[src/rtl/core/tpti_pkg.sv]
// ----------------------------------------------------------------------------
// tpti_pkg
// Shared constants, codes and types of the three-point table interpolator.
// ----------------------------------------------------------------------------
package tpti_pkg;

  // Table geometry
  localparam int TABLE_DEPTH = 1024;
  localparam int ADDR_W      = $clog2(TABLE_DEPTH);
  localparam int CNT_W       = $clog2(TABLE_DEPTH + 1);

  // Numerator and denominator width of the rounding divider
  localparam int DIV_W     = 128;
  localparam int DIV_CNT_W = $clog2(DIV_W);

  // Input word kinds
  localparam logic [1:0] KIND_LOAD  = 2'd0;
  localparam logic [1:0] KIND_QUERY = 2'd1;
  localparam logic [1:0] KIND_CLEAR = 2'd2;

  // Result status codes
  localparam logic [2:0] STAT_BELOW  = 3'd0;
  localparam logic [2:0] STAT_ABOVE  = 3'd1;
  localparam logic [2:0] STAT_EXACT  = 3'd2;
  localparam logic [2:0] STAT_LINEAR = 3'd3;
  localparam logic [2:0] STAT_PARAB  = 3'd4;
  localparam logic [2:0] STAT_EMPTY  = 3'd5;

  // Divider result
  typedef struct packed {
    logic        done;
    logic        sat;
    logic [31:0] value;
  } div_res_t;

endpackage

[src/rtl/core/tpti_div.sv]
// ----------------------------------------------------------------------------
// tpti_div
// Bit-serial restoring divider: signed 128-bit numerator by a positive
// denominator, rounded to nearest (ties away from zero), saturated to 32 bits.
// ----------------------------------------------------------------------------
module tpti_div (
  input  logic                        clk_i,
  input  logic                        rst_ni,
  input  logic                        start_i,
  input  logic [tpti_pkg::DIV_W-1:0]  num_i,
  input  logic [tpti_pkg::DIV_W-1:0]  den_i,
  output tpti_pkg::div_res_t          res_o
);
  import tpti_pkg::*;

  localparam int QW = 34;

  logic                 busy_q, rnd_q, done_q;
  logic [DIV_CNT_W-1:0] cnt_q;
  logic                 neg_q, ovf_q, sat_q;
  logic [DIV_W-1:0]     n_q, r_q, den_q;
  logic [QW-1:0]        q_q;
  logic [31:0]          value_q;

  logic [DIV_W:0]       rs, diff, r2;
  logic                 ge, up, over;
  logic [QW:0]          qr, lim;

  // One quotient bit per cycle
  always_comb begin
    rs   = {r_q, n_q[DIV_W-1]};
    diff = rs - {1'b0, den_q};
    ge   = rs >= {1'b0, den_q};
    r2   = {r_q, 1'b0};
    up   = r2 >= {1'b0, den_q};
    qr   = {1'b0, q_q} + (QW+1)'(up);
    lim  = neg_q ? (QW+1)'(33'h080000000) : (QW+1)'(33'h07FFFFFFF);
    over = ovf_q || (qr > lim);
  end

  // Control
  always_ff @(posedge clk_i or negedge rst_ni) begin
    if (!rst_ni) begin
      busy_q <= 1'b0;
      rnd_q  <= 1'b0;
      done_q <= 1'b0;
      cnt_q  <= '0;
    end else begin
      done_q <= 1'b0;
      if (start_i) begin
        busy_q <= 1'b1;
        rnd_q  <= 1'b0;
        cnt_q  <= '0;
      end else if (busy_q && !rnd_q) begin
        cnt_q <= cnt_q + DIV_CNT_W'(1);
        if (cnt_q == DIV_CNT_W'(DIV_W - 1)) begin
          rnd_q <= 1'b1;
        end
      end else if (busy_q) begin
        busy_q <= 1'b0;
        rnd_q  <= 1'b0;
        done_q <= 1'b1;
      end
    end
  end

  // Datapath
  always_ff @(posedge clk_i) begin
    if (start_i) begin
      neg_q <= num_i[DIV_W-1];
      n_q   <= num_i[DIV_W-1] ? (~num_i + DIV_W'(1)) : num_i;
      den_q <= den_i;
      r_q   <= '0;
      q_q   <= '0;
      ovf_q <= 1'b0;
    end else if (busy_q && !rnd_q) begin
      n_q <= {n_q[DIV_W-2:0], 1'b0};
      r_q <= ge ? diff[DIV_W-1:0] : rs[DIV_W-1:0];
      q_q <= {q_q[QW-2:0], ge};
      if (q_q[QW-1]) begin
        ovf_q <= 1'b1;
      end
    end else if (busy_q) begin
      sat_q <= over;
      if (over) begin
        value_q <= neg_q ? 32'h8000_0000 : 32'h7FFF_FFFF;
      end else begin
        value_q <= neg_q ? (~qr[31:0] + 32'd1) : qr[31:0];
      end
    end
  end

  assign res_o = '{done: done_q, sat: sat_q, value: value_q};

endmodule

[config.mk]
export PLATFORM = sky130hd
export DESIGN_NAME = tpti_div
export DESIGN_NICKNAME = d
export VERILOG_FILES = /design/src/rtl/core/tpti_pkg.sv /design/src/rtl/core/tpti_div.sv
export SDC_FILE = /design/constraint.sdc
export NUM_CORES = 1
export LEC_CHECK = 0
export BUFFER_PORTS_ARGS = -buffer_cell sky130_fd_sc_hd__clkbuf_2
export CORE_ASPECT_RATIO = 0.9
export CORE_MARGIN = 4
export CORE_UTILIZATION = 50
export CTS_CLUSTER_SIZE = 16
export DETAILED_ROUTE_END_ITERATION = 6
export HOLD_SLACK_MARGIN = 0.02
export MAX_ROUTING_LAYER = met4
export PLACE_DENSITY = 0.65
export SYNTH_ARGS = -nofsm -noshare
export SYNTH_HDL_FRONTEND = slang
export SYNTH_SLANG_ARGS = --single-unit
[constraint.sdc]
create_clock -name clk_i -period 8 [get_ports clk_i]
set_input_delay 0.4 -clock clk_i [delete_from_list [all_inputs] [get_ports clk_i]]
set_output_delay 0.4 -clock clk_i [all_outputs]
set_load 0.005 [all_outputs]
# After elaboration in Yosys (flattened, before gate mapping)
# Cells that the tools add are included.
[totals]
reg_bits = 463
out_inout_bits = 34
word_cells = 54
[classes]
addsub = 5
n_lt_le_gt_ge = 3
eq_ne = 3
n_mux = 19
bitwise_logic = 4
n_reduce_logical = 8
[ops]
columns = ["operator", "count"]
rows = [
  ["128-bit 2-to-1 mux", 4],
  ["129-bit by 128-bit >= comparator with 1-bit output", 2],
  ["128-bit by 1-bit adder with 128-bit output, second input constant", 1],
  ["32-bit 2-to-1 mux", 4],
  ["128-bit NOT", 1],
  ["128-bit subtractor", 1],
  ["34-bit by 1-bit adder with 35-bit output", 1],
  ["35-bit by 32-bit > comparator with 1-bit output", 1],
  ["32-bit by 1-bit adder with 32-bit output, second input constant", 1],
  ["32-bit NOT", 1],
  ["7-bit 2-to-1 mux", 2],
  ["1-bit 2-to-1 mux", 9],
  ["7-bit by 1-bit adder with 7-bit output, second input constant", 1],
  ["7-bit equality test, second input constant", 1],
  ["2-bit AND reduction", 2],
  ["3-bit by 2-bit inequality test with 1-bit output, second input constant", 1],
  ["3-bit AND reduction", 1],
  ["3-bit nonzero test", 1],
  ["2-bit inequality test, second input constant", 1],
  ["1-bit NOT", 2],
  ["2-bit nonzero test", 1],
  ["1-bit logical AND", 1],
  ["1-bit logical NOT", 1],
  ["1-bit logical OR", 1],
]

# Longest topological paths before layout
[depth]
word_depth = 6
mapped_depth = 33
ltp_nobuf = 31

# Least setup slack after synthesis
# Ideal clock, no wire load.
[synth_path]
path_type = "reg-to-reg"
startpoint = "register den_q[116]"
endpoint = "register value_q[18] (data pin)"
setup_time_ps = 257
arrival_time_ps = 6220
t_required_ps = 7743
slack_ps = 1523
path_stages_with_launch = 34
path_buffers = 2
period_less_slack_ps = 6477
path_cell_list = "edfxtp_1 -> inv_1 -> ha_1 -> clkbuf_1 -> nand2_1 -> o21ai_0 -> a21oi_1 -> o41ai_1 -> a21oi_1 -> nor2b_1 -> o21ai_0 -> nand3_1 -> ha_1 -> ha_1 -> nand3_1 -> nor3_2 -> nand2_1 -> nor2_1 -> and3_1 -> xor2_1 -> ha_1 -> a21o_1 -> a21o_1 -> a21o_1 -> a21o_1 -> a21o_1 -> a21o_1 -> a221o_1 -> nand3_1 -> nand4_1 -> nand2b_1 -> clkbuf_1 -> o21a_1 -> o22a_1"
[synth_via]
elab_chain_len = 6
word_cells_on_any_way = 8
[synth_rtl]
columns = ["item", "line_no", "rtl"]
rows = [
  ["start: declaration", "tpti_div.sv:21", "logic [DIV_W-1:0] n_q, r_q, den_q;"],
  ["start signal: assignment", "tpti_div.sv:72", "den_q <= den_i;"],
  ["129-bit by 128-bit >= comparator with 1-bit output (*)", "tpti_div.sv:35", "up = r2 >= {1'b0, den_q};"],
  ["34-bit by 1-bit adder with 35-bit output (*)", "tpti_div.sv:36", "qr = {1'b0, q_q} + (QW+1)'(up);"],
  ["32-bit NOT", "tpti_div.sv:88", "value_q <= neg_q ? (~qr[31:0] + 32'd1) : qr[31:0];"],
  ["32-bit by 1-bit adder with 32-bit output", "tpti_div.sv:88", ""],
  ["32-bit 2-to-1 mux", "tpti_div.sv:88", ""],
  ["32-bit 2-to-1 mux (*)", "tpti_div.sv:85", "if (over) begin"],
  ["end signal: assignment", "tpti_div.sv:86", "value_q <= neg_q ? 32'h8000_0000 : 32'h7FFF_FFFF;"],
  ["end signal: assignment", "tpti_div.sv:88", ""],
  ["end: declaration", "tpti_div.sv:23", "logic [31:0] value_q;"],
]
# Mark *: on every way between the ends. The rest lies on a longest branch, timed or not.
# A chain may end at the register's enable or synchronous reset.

# Worst setup path in the final report
[layout_path]
startpoint = "register den_q[26]"
endpoint = "register value_q[25] (data pin)"
# The elaborated chain is that of the path after synthesis.

==> metrics.log <==
INFO  metric drt-wirelength-per-cell = ~19 um
INFO  metric htree_num_levels = 2
INFO  metric ys_types = 83
INFO  metric cts.clk_slew.worst_paths = ~0.06 ns
INFO  metric worst_r2r_startpoint = den_q[26]$_DFFE_PP_
INFO  metric maxClockFrequency = 135.5 MHz
INFO  metric outcome = finished clean
INFO  metric ys.flop_type = edfxtp_1
INFO  metric layout_worst_path_cycle_share = just over 90%
INFO  metric fp.dieH = 246.6 um
INFO  metric vias_per_cell = 5.764
INFO  metric grt_start_max_net_pins = 114
INFO  metric holdWs = between 0.05 and 0.06 ns
INFO  metric globalRoute.totalOverflow = 0
INFO  metric number_of_enable_type_register_cells_in_the_synthesized_netlist = 290
INFO  metric via_count = 28833
INFO  metric place.gp.congestion = 0.9582
INFO  metric first_pass_grt_wire_length = between 100000 and 150000 um
INFO  metric non_filler_cells_in_the_finished_layout = about 5000
INFO  metric tritoncts = yes
INFO  metric power.density = 293.4 mW/mm^2
INFO  metric max-clock-path-buffers = 3
INFO  metric placedCellCount = approximately 4800
INFO  metric netlist_top_cells_area = edfxtp_1 28%, dfxtp_1 10%, a21oi_1 7.2%
INFO  metric syn_area = ~0.032 mm^2
INFO  metric worstPathBufferInverterCount = 1
INFO  metric final.setup.tns = 0 ns
INFO  metric std_cell_rows = 87
INFO  metric share_of_final_layout_standard_cells_stronger_than_drive_strength_1 = about 11%
INFO  metric yosys_warnings = 0
INFO  metric setup.worst_path.end = value_q[25]$_DFFE_PP_
INFO  metric drv_cap = 0
INFO  metric cts-buffers-inserted = a little over 50
INFO  metric grtUsageTotal = between 20% and 30%
INFO  metric antenna_found_initial = 18
INFO  metric timing.final.ws_setup = between 0.6 and 0.7 ns
INFO  metric synth-seq-cells = ~460
INFO  metric finalWirelength = roughly 90000 um
INFO  metric static-leakage-power = 15.02 nW
INFO  metric critical_path_depth = 30
INFO  metric ctsRootBufferMaster = clkbuf_16
INFO  metric post-route-cell-area = around 0.037 mm^2
INFO  metric crit_path_start = den_q[26]$_DFFE_PP_
INFO  metric hold_path_depth = 1
INFO  metric finClkSkew = 0.02748 ns
INFO  metric width_of_the_die = 273.1 um
INFO  metric placed_wire_length_estimate = roughly 70000 um
INFO  metric clock_latency = 0.62 ns
INFO  metric worst-endpoint-arrival = between 7 and 8 ns
INFO  metric timing.final.max_slew_violations = 0
INFO  metric ff2ff_path_depth = 30
INFO  metric worstReg2RegEnd = value_q[25]$_DFFE_PP_
INFO  metric tightest_slew = roughly 1.4 ns
INFO  metric via_count_of_the_first_global_routing_pass = around 27000
INFO  metric setup_viol_count_final = 0
INFO  metric die_area = ~0.067 mm^2
INFO  metric final.min_clock_period = around 7.4 ns
INFO  metric floorplan.initialDensity = around half
INFO  metric area.growth.synth_to_final = 15.93%
INFO  metric reg2reg_slack = between 0.6 and 0.7 ns
INFO  metric path_common_cell = a21o_1
INFO  metric netlist.area_leader.share = ~28%
INFO  metric critical_path.max_stage_delay = 0.81 ns
INFO  metric ant_nets = 0
INFO  metric timing.critical_path.slowest_stage_cell = o31ai_1
INFO  metric maxSlewHeadroom = between 5 and 6%
INFO  metric peak_ir_drop_on_the_vdd_network = between 0.2 and 0.25 mV
INFO  metric buffer_ports.inserted = 292
INFO  metric synthesized_instance_count = 3809
INFO  metric crit_path_max_fanout = 9
INFO  metric end_kind = flip-flop
INFO  metric detail_route.iter0.violations = 2603
INFO  metric sequential_to_total_area_share_from_yosys_stat = between 30% and 40%
INFO  metric grt_setup_unrepaired = false
INFO  metric clock-sinks = roughly 460
INFO  metric syn-num-nets = about 4200
INFO  metric postPlaceCellArea = about 0.034 mm^2
INFO  metric place_worst_setup_slack = around 0.74 ns
INFO  metric crit_family = compound AO/OA/AOI/OAI gates
INFO  metric num_io_pins = between 200 and 300
INFO  metric yosys.area.top_type = edfxtp_1
INFO  metric num-nets-final = about 4500
INFO  metric synth_area_per_cell = a little over 8 um^2
INFO  metric crit_path_start_kind = flip-flop
INFO  metric worstHoldPathType = in2reg
INFO  metric cts_post_setup_buffers_inserted = 0
INFO  metric worst-endpoint-required = ~8.4 ns
INFO  metric core_box_area = between 0.06 and 0.07 mm^2
INFO  metric route.detailed.drc = 0
INFO  metric drt_pre_antenna_iters = 5
INFO  metric asyncSetResetFlopFracSynth = ~2.2%
INFO  metric hold_viol_final = 0
INFO  metric critPathKind = reg2reg
[per-stage QoR]
stage               total power, mW  utilization (%)
floorplan                     6.894                -
global placement              8.161            53.68
detailed placement            8.167            53.68
CTS                           10.72            58.48
global route                  11.50            58.56
finish                        10.75            58.56
[worst min path at each step]
stage | startpoint | to | slack (ns)
6_report | den_i[115] | den_q[115]$_DFFE_PP_ | 0.05
5_1_grt | den_i[115] | den_q[115]$_DFFE_PP_ | 0.03
4_1_cts | den_i[114] | den_q[114]$_DFFE_PP_ | 0.02
3_5_place_dp | rst_ni | done_q$_DFF_PN0_ | 0.30
3_3_place_gp | rst_ni | done_q$_DFF_PN0_ | 0.30
2_1_floorplan | rst_ni | busy_q$_DFFE_PN0N_ | 0.10
[placed cells by master (no fill, tap or decap), types with 27 or more instances in the layout]
master           n
edfxtp_1       290
nor2_1         415
nand4_1         87
nand3_1         75
clkbuf_2       290
clkbuf_16       52
o31ai_1         49
dlygate4sd3_1  127
xnor2_1         98
a21o_1          57
and3_1          28
a21oi_1        453
a31oi_1         27
nand2_1        470
a211oi_1        41
inv_1          197
or3_1           30
nor4_1          31
a311oi_1        67
o41ai_1         29
xor2_1         176
o21ai_0        196
nor3_1          85
buf_4           37
dfxtp_1        163
ha_1           165
o21bai_1        48
[power breakdown]
group / leakage (nW) / internal [mW] / switching [mW]
Combinational: 9.85 / 1.84 / 3.16
Sequential: 4.33 / 3.01 / 0.278
Clock: 0.842 / 1.43 / 1.03
[per-layer routing]
metal	share of wire [%]	track usage, %	vias up
met5	0	-	-
met4	2.4	7.150	0
met3	6.8	5.414	137
met2	44	41.56	811
met1	47	38.13	13486
li1	-	-	14399
[registers in the layout (all words and copies together), names as in the netlist]
register  count
rnd_q         1
done_q        1
sat_q         1
ovf_q         1
value_q      32
q_q          34
busy_q        1
den_q       128
cnt_q         7
n_q         128
r_q         128
neg_q         1
[cell type report]
cell class | count | area [um^2]
Inverter | 198 | 745.7
Clock inverter | 26 | 307.8
Antenna cell | 20 | 50.05
Tap cell | 845 | 1057
Timing Repair Buffer | 455 | 3015
Fill cell | 5681 | 25930
Clock buffer | 70 | 1429
Multi-Input combinational cell | 2925 | 17830
Sequential cell | 463 | 12220
[timing repair]
| item | 4_1_cts | 5_1_grt |
|---|---|---|
| resized for setup | 0 | 0 |
| hold buffers | 127 | 0 |
| hold endpoints to repair | 136 | 0 |
[cells by family (layout without fill, tap and decap cells)]
logic type	after synthesis	in the layout	synth area share, %
compound gates	1117	1117	21.83
xor+xnor	274	274	7.590
fa+ha+maj	166	166	6.593
buf+inv	421	749	5.085
flops	463	463	38.65
mux	14	14	0.4749
other cells	0	20	0
simple gates	1354	1354	19.78
[worst reg2reg max path, delay by kind of cell (launching register included)]
kind                       cells  cell delay, ns
and+or+nand+nor                9            1.99
xor gates and xnor gates       1            0.19
AOI/OAI and AO/OA             15            3.36
buffers and inverters          1            0.05
adders and majority gates      4            1.21
DFF                            1            0.32
[synth_stat cells (49+ instances only)]
cell type  count
a21o_1        57
a21oi_1      453
a311oi_1      67
clkbuf_1     200
dfxtp_1      163
edfxtp_1     290
ha_1         165
inv_1        198
nand2_1      470
nand3_1       76
nand4_1       87
nor2_1       418
nor3_1        85
o21ai_0      196
o31ai_1       49
xnor2_1       98
xor2_1       176
No activity file was read; power rests on OpenSTA's default activity.
